==> src/rtl/jlcg_pkg.sv <==
// Package for the 48-bit LCG random generator.
// Holds the command codes, controller states, handshake structs and LCG constants.
package jlcg_pkg;

	localparam int SEED_W   = 48;
	localparam int VALUE_W  = 64;
	localparam int BOUND_W  = 31;
	localparam int SVAL_W   = 64;
	localparam int CMD_W    = 3;
	localparam int CHUNK_W  = 16;
	localparam int MULT_W   = 35;
	localparam int DIVCNT_W = 5;
	localparam int S_DATA_W = 104;

	localparam logic [MULT_W-1:0]   LCG_MULT = 35'h5DEECE66D;
	localparam logic [SEED_W-1:0]   LCG_ADD  = 48'd11;
	localparam logic [DIVCNT_W-1:0] DIV_LAST = 5'd30;

	typedef enum logic [CMD_W-1:0] {
		CMD_RESEED  = 3'd0,
		CMD_INT     = 3'd1,
		CMD_BOUNDED = 3'd2,
		CMD_LONG    = 3'd3,
		CMD_DOUBLE  = 3'd4,
		CMD_BOOL    = 3'd5,
		CMD_FLOAT   = 3'd6
	} cmd_t;

	typedef enum logic [2:0] {
		ST_IDLE,
		ST_MUL,
		ST_HI,
		ST_DLOAD,
		ST_DIV,
		ST_CHECK,
		ST_DONE
	} state_t;

	// controller -> datapath
	typedef struct packed {
		logic load;
		logic reseed;
		logic mul_step;
		logic hold_hi;
		logic div_start;
		logic div_step;
		logic write_out;
		cmd_t op;
	} jlcg_cmd_t;

	// datapath -> controller
	typedef struct packed {
		logic mul_last;
		logic div_last;
		logic pow2;
		logic reject;
		logic out_free;
	} jlcg_stat_t;

endpackage

==> src/rtl/jlcg_dp.sv <==
// Datapath: seed register, 3-pass LCG multiplier, serial remainder unit, output register.
// Depends on jlcg_pkg.
module jlcg_dp (
	input  logic                            clk,
	input  logic                            arst_n,
	input  logic [jlcg_pkg::SVAL_W-1:0]     seed_value,
	input  logic [jlcg_pkg::BOUND_W-1:0]    bound,
	input  jlcg_pkg::jlcg_cmd_t             cmd,
	output jlcg_pkg::jlcg_stat_t            status,
	output logic                            m_tvalid,
	input  logic                            m_tready,
	output logic [jlcg_pkg::VALUE_W-1:0]    m_tdata
);
	import jlcg_pkg::*;

	logic [SEED_W-1:0]    seed_q;
	logic [SEED_W-1:0]    acc_q;
	logic [1:0]           phase_q;
	logic [BOUND_W-1:0]   bound_q;
	logic [31:0]          hi_q;
	logic [BOUND_W-1:0]   r_q;
	logic [BOUND_W-1:0]   div_sh_q;
	logic [BOUND_W-1:0]   rem_q;
	logic [DIVCNT_W-1:0]  div_cnt_q;
	logic [VALUE_W-1:0]   value_q;
	logic                 out_valid_q;

	logic [CHUNK_W-1:0]          chunk;
	logic [CHUNK_W+MULT_W-1:0]   pprod;
	logic [SEED_W-1:0]           pprod_sh;
	logic [SEED_W-1:0]           acc_next;
	logic [BOUND_W-1:0]          draw31;
	logic [2*BOUND_W-1:0]        bprod;
	logic [BOUND_W:0]            trial;
	logic [BOUND_W:0]            trial_sub;
	logic [BOUND_W-1:0]          rem_next;
	logic [31:0]                 chk;
	logic [VALUE_W-1:0]          result;

	// partial product of one 16-bit seed chunk with the multiplier
	always_comb begin
		case (phase_q)
			2'd0: chunk = seed_q[15:0];
			2'd1: chunk = seed_q[31:16];
			default: chunk = seed_q[47:32];
		endcase
		pprod = {{MULT_W{1'b0}}, chunk} * {{CHUNK_W{1'b0}}, LCG_MULT};
		case (phase_q)
			2'd0: pprod_sh = pprod[SEED_W-1:0];
			2'd1: pprod_sh = {pprod[SEED_W-17:0], 16'd0};
			default: pprod_sh = {pprod[SEED_W-33:0], 32'd0};
		endcase
		acc_next = ((phase_q == 2'd0) ? LCG_ADD : acc_q) + pprod_sh;
	end

	assign status.mul_last = (phase_q == 2'd2);

	always_ff @(posedge clk or negedge arst_n) begin
		if (!arst_n) begin
			seed_q  <= '0;
			phase_q <= 2'd0;
		end else begin
			if (cmd.reseed) begin
				seed_q <= seed_value[SEED_W-1:0] ^ {{(SEED_W-MULT_W){1'b0}}, LCG_MULT};
			end else if (cmd.mul_step && status.mul_last) begin
				seed_q <= acc_next;
			end
			if (cmd.mul_step) begin
				phase_q <= status.mul_last ? 2'd0 : phase_q + 2'd1;
			end
		end
	end

	always_ff @(posedge clk) begin
		if (cmd.mul_step) begin
			acc_q <= acc_next;
		end
		if (cmd.load) begin
			bound_q <= bound;
		end
		if (cmd.hold_hi) begin
			hi_q <= (cmd.op == CMD_DOUBLE) ? {6'd0, seed_q[47:22]} : seed_q[47:16];
		end
	end

	// bounded draw helpers
	assign draw31      = seed_q[47:17];
	assign status.pow2 = ((bound_q & (~bound_q + 1'b1)) == bound_q);
	assign bprod       = {{BOUND_W{1'b0}}, bound_q} * {{BOUND_W{1'b0}}, draw31};

	// restoring remainder, one dividend bit a cycle
	always_comb begin
		trial     = {rem_q, div_sh_q[BOUND_W-1]};
		trial_sub = trial - {1'b0, bound_q};
		rem_next  = (trial >= {1'b0, bound_q}) ? trial_sub[BOUND_W-1:0] : trial[BOUND_W-1:0];
		chk       = {1'b0, r_q} - {1'b0, rem_q} + {1'b0, bound_q} - 32'd1;
	end

	assign status.div_last = (div_cnt_q == DIV_LAST);
	assign status.reject   = chk[31];

	always_ff @(posedge clk or negedge arst_n) begin
		if (!arst_n) begin
			div_cnt_q <= '0;
		end else if (cmd.div_start) begin
			div_cnt_q <= '0;
		end else if (cmd.div_step) begin
			div_cnt_q <= div_cnt_q + 1'b1;
		end
	end

	always_ff @(posedge clk) begin
		if (cmd.div_start) begin
			r_q      <= draw31;
			div_sh_q <= draw31;
			rem_q    <= '0;
		end else if (cmd.div_step) begin
			div_sh_q <= {div_sh_q[BOUND_W-2:0], 1'b0};
			rem_q    <= rem_next;
		end
	end

	// result select
	always_comb begin
		case (cmd.op)
			CMD_INT:     result = {{32{seed_q[47]}}, seed_q[47:16]};
			CMD_BOUNDED: result = status.pow2 ? {33'd0, bprod[2*BOUND_W-1:BOUND_W]}
			                                  : {33'd0, rem_q};
			CMD_LONG:    result = {hi_q, 32'd0} + {{32{seed_q[47]}}, seed_q[47:16]};
			CMD_DOUBLE:  result = {11'd0, hi_q[25:0], seed_q[47:21]};
			CMD_BOOL:    result = {63'd0, seed_q[47]};
			CMD_FLOAT:   result = {40'd0, seed_q[47:24]};
			default:     result = '0;
		endcase
	end

	assign status.out_free = !out_valid_q || m_tready;

	always_ff @(posedge clk or negedge arst_n) begin
		if (!arst_n) begin
			out_valid_q <= 1'b0;
		end else if (cmd.write_out) begin
			out_valid_q <= 1'b1;
		end else if (m_tready) begin
			out_valid_q <= 1'b0;
		end
	end

	always_ff @(posedge clk) begin
		if (cmd.write_out) begin
			value_q <= result;
		end
	end

	assign m_tvalid = out_valid_q;
	assign m_tdata  = value_q;

	a_phase_range: assert property (@(posedge clk) disable iff (!arst_n)
		phase_q != 2'd3) else $error("multiplier phase out of range");
	a_rem_below_bound: assert property (@(posedge clk) disable iff (!arst_n)
		cmd.div_step |-> (rem_q < bound_q)) else $error("remainder not below bound");
	a_no_overwrite: assert property (@(posedge clk) disable iff (!arst_n)
		cmd.write_out |-> (!out_valid_q || m_tready)) else $error("pending result overwritten");

endmodule

==> src/rtl/jlcg_ctrl.sv <==
// Controller FSM: sequences seed steps, remainder passes and result write per command.
// Depends on jlcg_pkg.
module jlcg_ctrl (
	input  logic                          clk,
	input  logic                          arst_n,
	input  logic                          s_tvalid,
	output logic                          s_tready,
	input  logic [jlcg_pkg::CMD_W-1:0]    command,
	input  jlcg_pkg::jlcg_stat_t          status,
	output jlcg_pkg::jlcg_cmd_t           cmd
);
	import jlcg_pkg::*;

	state_t state_q, state_d;
	cmd_t   cmd_q;
	cmd_t   cmd_in;
	logic   second_q;
	logic   draw_in;

	assign cmd_in = cmd_t'(command);

	always_comb begin
		case (cmd_in)
			CMD_INT, CMD_BOUNDED, CMD_LONG, CMD_DOUBLE, CMD_BOOL, CMD_FLOAT: draw_in = 1'b1;
			default: draw_in = 1'b0;
		endcase
	end

	// next state
	always_comb begin
		state_d = state_q;
		case (state_q)
			ST_IDLE: begin
				if (s_tvalid) begin
					state_d = draw_in ? ST_MUL : ST_DONE;
				end
			end
			ST_MUL: begin
				if (status.mul_last) begin
					case (cmd_q)
						CMD_BOUNDED: state_d = status.pow2 ? ST_DONE : ST_DLOAD;
						CMD_LONG, CMD_DOUBLE: state_d = second_q ? ST_DONE : ST_HI;
						default: state_d = ST_DONE;
					endcase
				end
			end
			ST_HI:    state_d = ST_MUL;
			ST_DLOAD: state_d = ST_DIV;
			ST_DIV: begin
				if (status.div_last) begin
					state_d = ST_CHECK;
				end
			end
			ST_CHECK: state_d = status.reject ? ST_MUL : ST_DONE;
			ST_DONE: begin
				if (status.out_free) begin
					state_d = ST_IDLE;
				end
			end
			default: state_d = ST_IDLE;
		endcase
	end

	// outputs
	always_comb begin
		s_tready      = (state_q == ST_IDLE);
		cmd.load      = (state_q == ST_IDLE) && s_tvalid;
		cmd.reseed    = cmd.load && (cmd_in == CMD_RESEED);
		cmd.mul_step  = (state_q == ST_MUL);
		cmd.hold_hi   = (state_q == ST_HI);
		cmd.div_start = (state_q == ST_DLOAD);
		cmd.div_step  = (state_q == ST_DIV);
		cmd.write_out = (state_q == ST_DONE) && status.out_free;
		cmd.op        = cmd_q;
	end

	always_ff @(posedge clk or negedge arst_n) begin
		if (!arst_n) begin
			state_q  <= ST_IDLE;
			cmd_q    <= CMD_RESEED;
			second_q <= 1'b0;
		end else begin
			state_q <= state_d;
			if (cmd.load) begin
				cmd_q    <= cmd_in;
				second_q <= 1'b0;
			end else if (cmd.hold_hi) begin
				second_q <= 1'b1;
			end
		end
	end

	a_one_unit: assert property (@(posedge clk) disable iff (!arst_n)
		!(cmd.mul_step && cmd.div_step)) else $error("multiplier and divider both active");
	a_hi_before_second: assert property (@(posedge clk) disable iff (!arst_n)
		cmd.hold_hi |=> (second_q && state_q == ST_MUL)) else $error("second draw not started");

endmodule

==> src/rtl/java_lcg_random_generator.sv <==
// Top level of the 48-bit LCG random generator (java.util.Random sequence).
// Depends on jlcg_pkg, jlcg_ctrl and jlcg_dp.
//
// Usage:
//   Slave channel (s_*) carries one command per transaction; master channel (m_*)
//   returns exactly one 64-bit value per command (zero for reseed and code 7).
//   Commands: reseed, int, bounded int, long, double numerator (/2^53), bool,
//   float numerator (/2^24).
// Timing:
//   One command at a time; s_tready is high only while the controller is idle.
//   Each seed step runs the 48x35 multiply as three 16-bit partial-product passes.
//   After the accepting edge the controller runs these steps before the result write:
//     reseed, code 7  : none;  int, bool, float, power-of-two bound : one step
//     long, double    : two steps, upper draw held between (two draws)
//     bounded int     : per attempt a step, load, 31 remainder bits, check;
//                       a rejected draw repeats the attempt.
//   s_tready returns in the cycle after the result write; the serial remainder makes
//   bounded int the slowest command.
// Reset: arst_n clears the controller, the output valid flag and the seed (zero).
// Stall: the result sits in an output register; the next command may be accepted
//   and worked on while it waits, and only the final write stalls on m_tready.
module java_lcg_random_generator (
	input  logic                            clk,
	input  logic                            arst_n,
	input  logic                            s_tvalid,
	output logic                            s_tready,
	// [2:0] command, [66:3] seed_value, [97:67] bound, [103:98] zero
	input  logic [jlcg_pkg::S_DATA_W-1:0]   s_tdata,
	output logic                            m_tvalid,
	input  logic                            m_tready,
	// [63:0] value
	output logic [jlcg_pkg::VALUE_W-1:0]    m_tdata
);
	import jlcg_pkg::*;

	jlcg_cmd_t  cmd;
	jlcg_stat_t status;

	jlcg_ctrl u_ctrl (
		.clk      (clk),
		.arst_n   (arst_n),
		.s_tvalid (s_tvalid),
		.s_tready (s_tready),
		.command  (s_tdata[CMD_W-1:0]),
		.status   (status),
		.cmd      (cmd)
	);

	jlcg_dp u_dp (
		.clk        (clk),
		.arst_n     (arst_n),
		.seed_value (s_tdata[CMD_W+SVAL_W-1:CMD_W]),
		.bound      (s_tdata[CMD_W+SVAL_W+BOUND_W-1:CMD_W+SVAL_W]),
		.cmd        (cmd),
		.status     (status),
		.m_tvalid   (m_tvalid),
		.m_tready   (m_tready),
		.m_tdata    (m_tdata)
	);

endmodule

==> config.mk <==
export PLATFORM = sky130hd
export DESIGN_NAME = java_lcg_random_generator
export DESIGN_NICKNAME = d
export VERILOG_FILES = /design/src/rtl/jlcg_pkg.sv /design/src/rtl/jlcg_dp.sv /design/src/rtl/jlcg_ctrl.sv /design/src/rtl/java_lcg_random_generator.sv
export SDC_FILE = /design/constraint.sdc
export NUM_CORES = 2
export LEC_CHECK = 0
export BUFFER_PORTS_ARGS = -buffer_cell sky130_fd_sc_hd__buf_2
export CAP_MARGIN = 20
export CORE_MARGIN = 5
export CORE_UTILIZATION = 65
export DETAILED_ROUTE_END_ITERATION = 10
export GPL_TIMING_DRIVEN = 0
export PLACE_DENSITY = 0.83
export SLEW_MARGIN = 0
export SYNTH_ARGS = -nofsm -noshare
export SYNTH_HDL_FRONTEND = slang
export SYNTH_HIERARCHICAL = 1
export SYNTH_SLANG_ARGS = --single-unit
==> constraint.sdc <==
create_clock -name clk -period 11.4 [get_ports clk]
set_input_delay 0.57 -clock clk [delete_from_list [all_inputs] [get_ports clk]]
set_output_delay 0.57 -clock clk [all_outputs]
set_load 0.02 [all_outputs]
==> results.tsv <==
stage	metric	value	unit
clocking	Clock Latency Late Sink	590	ps
global_routing	vias in the first global route	52200	
clocking	H-tree lvl count	2	
routing	Antenna Nets Post-Route	0	
critical_path	Worst path max stage delay	870	ps
floorplanning	Die Wd	317	um
yosys	synth cell count leaders	inv_1, fa_1, nand2_1, ha_1, clkbuf_1	
global_routing	total overflow reported by the global router	0	
floorplanning	DIE HEIGHT	317	um
timing	Worst Clk Skew	32.5	ps
timing	setup ws final	264	ps
yosys	Seq/Total Area, Yosys	0.152	
critical_path	CP max FO	10	
yosys	Synth area leaders	fa_1, edfxtp_1, ha_1	
timing	worst slew pin tran	1270	ps
routing	via count	50600	
routing	total routed wirelength	217	mm
placement	PortBufs	151	
critical_path	WP buf/inv	6	
routing	DRC errors left	0	
critical_path	Worst Setup SP	u_dp/phase_q[0]$_DFFE_PN0P_	
yosys	Ys Warns	6	
floorplanning	Initial Util	0.656	
clocking	clk root buf	clkbuf_16	
clocking	CTS Buf Count	37	
placement	hpwl dp	178	mm
yosys	post-synthesis cell type count	90	
floorplanning	I/O pin total	174	
placement	gpl congestion	1.07	
yosys	Synth Area per Inst	9.23	um2
global_routing	Tot GR Track Use	0.437	
flow_run	max cap viols	0	
yosys	post-synthesis async set-or-reset flop share	0.190	
critical_path	Worst EP arrival	11650	ps
timing	final worst-path cycle share	0.977	
critical_path	worst r2r src	u_dp/phase_q[0]$_DFFE_PN0P_	
critical_path	Crit path max-delay family	compound AO/OA/AOI/OAI gates	
clocking	number of clock sinks	331	
yosys	top-count cell post-synth	inv_1	
floorplanning	Core Area	93300	um2
yosys	cell taking the most area after synthesis	fa_1	
placement	Cells after DPL	8071	
critical_path	nature of the critical path endpoint	flip-flop	
cells_and_area	layout cell share with drive strength beyond 1	0.0560	
yosys	Mapped Area	61200	um2
cells_and_area	final core utilization	0.701	
yosys	FF+latch count, synth	331	
timing	fmax	89.8	MHz
floorplanning	cell row count	112	
cells_and_area	fin cells	8148	
min_path	hold crit path type	in -> async	
yosys	Syn Inst Count	6634	
yosys	Mapped Nets	8391	
placement	Post-Place Worst Slack	-657	ps
routing	drt pass-1 iters	9	
outcome	status	complete, no violations	
floorplanning	Die Area	100000	um2
critical_path	slowest CP cell	o21ai_1	
critical_path	flop-to-flop setup slack	260	ps
critical_path	Req. time, crit path	11910	ps
timing	Slew HR	0.155	
yosys	top_reg_cell synth	edfxtp_1	
timing	final setup fails	0	
routing	Vias/cell	6.21	
timing	endpoints failing hold	0	
yosys	Yosys top cell area share	0.358	
critical_path	Reg-to-Reg End	u_dp/seed_q[47]$_DFFE_PN0P_	
clocking	CTS tree	done	
global_routing	initial antenna violation count	10	
routing	WL/cell	26.6	um
critical_path	startpoint types	flip-flop	
cells_and_area	nets@finish	8609	
yosys	Post-synth EDFFs	237	
timing	Final Critical Period	11140	ps
critical_path	Top cell by count, worst path	fa_1	
global_routing	pin count of the biggest net entering global routing	64	
clocking	clock tree buffer depth	3	
critical_path	FF-to-FF path depth	35	
global_routing	first-pass GRT wire length	322	mm
critical_path	critical path class	reg -> reg	
routing	DRT iter0 DRCs	6360	
clocking	clk slew on worst S/H paths	60	ps
cells_and_area	P&R area growth vs syn	6.89	%
timing	Max Slew Vio Count	0	
==> worst max-delay path by stage <==
stage,to,cells past startpoint
finish,u_dp/seed_q[47]$_DFFE_PN0P_,35
global route,u_dp/seed_q[46]$_DFFE_PN0P_,43
CTS,u_dp/seed_q[47]$_DFFE_PN0P_,40
detailed placement,u_dp/seed_q[46]$_DFFE_PN0P_,43
global placement,u_dp/seed_q[46]$_DFFE_PN0P_,39
floorplan,u_dp/seed_q[46]$_DFFE_PN0P_,40
==> flip-flops by register name, indices dropped and copies added (netlist names) <==
name / count
u_dp/rem_q: 31
u_ctrl/second_q: 1
u_dp/div_sh_q: 31
u_dp/hi_q: 32
u_dp/phase_q: 2
u_dp/m_tdata: 64
u_dp/bound_q: 31
u_dp/m_tvalid: 1
u_ctrl/state_q: 3
u_ctrl/cmd_q: 3
u_dp/div_cnt_q: 5
u_dp/acc_q: 48
u_dp/seed_q: 48
u_dp/r_q: 31
==> cells in the final DEF (no fill, tap or decap), drive strengths merged, types with 175 or more instances in the layout <==
master	instances
a21oi	256
and2	217
buf	211
clkbuf	358
edfxtp	237
fa	1094
ha	555
inv	1390
nand2	1056
nor2	202
o21ai	175
==> what timing repair did <==
action                                  4_1_cts  5_1_grt
endpoints found under the setup margin       19       24
setup buffers                                 2        0
pin swaps                                     1        0
hold buffers                                  0        0
resized for setup                             9       20
==> logic make-up after synthesis <==
group                      count (synthesis)  synth area share
AOI/OAI and AO/OA                        852            0.0902
xor gates and xnor gates                 178            0.0255
adders and majority gates               1652             0.472
buffers and inverters                   1727             0.106
DFF                                      331             0.152
muxes                                    154            0.0265
and+or+nand+nor                         1740             0.127
==> area by class of cell <==
class | count | area (um2)
Clock inverter | 18 | 244
Clock buffer | 49 | 991
Inverter | 1386 | 5200
Antenna cell | 14 | 35.0
Timing Repair Buffer | 189 | 1320
Buffer | 331 | 1290
Tap cell | 1254 | 1570
Multi-Input combinational cell | 4576 | 45500
Sequential cell | 331 | 9320
Fill cell | 7446 | 27900
==> layer usage <==
| metal | GRT usage | wire length (um) |
|---|---|---|
| met2 | 0.650 | 92700 |
| met5 | 0.00242 | 81 |
| met4 | 0.268 | 17700 |
| met3 | 0.153 | 30100 |
| met1 | 0.553 | 76500 |
==> worst register-to-register path, delay by kind of cell, from the launching register on <==
kind | cells | cell delay, ps
flops | 1 | 510
fa+ha+maj | 8 | 3540
simple gates | 1 | 100
compound gates | 16 | 4840
mux | 3 | 760
buf+inv | 6 | 1120
xor+xnor | 1 | 200
==> per-stage QoR <==
| step | cell area, um2 | TNS, ps | hold slack (ps) |
|---|---|---|---|
| finish | 65400 | 0 | 127 |
| global route | 65400 | -44.6 | 145 |
| CTS | 65300 | 0 | 138 |
| detailed placement | 64000 | -4610 | 431 |
| global placement | 63500 | -24110 | 425 |
| floorplan | 61200 | 0 | 274 |
Power is not shown: default switching activity piles up to over one toggle a cycle in this logic, so the estimate is an artifact.
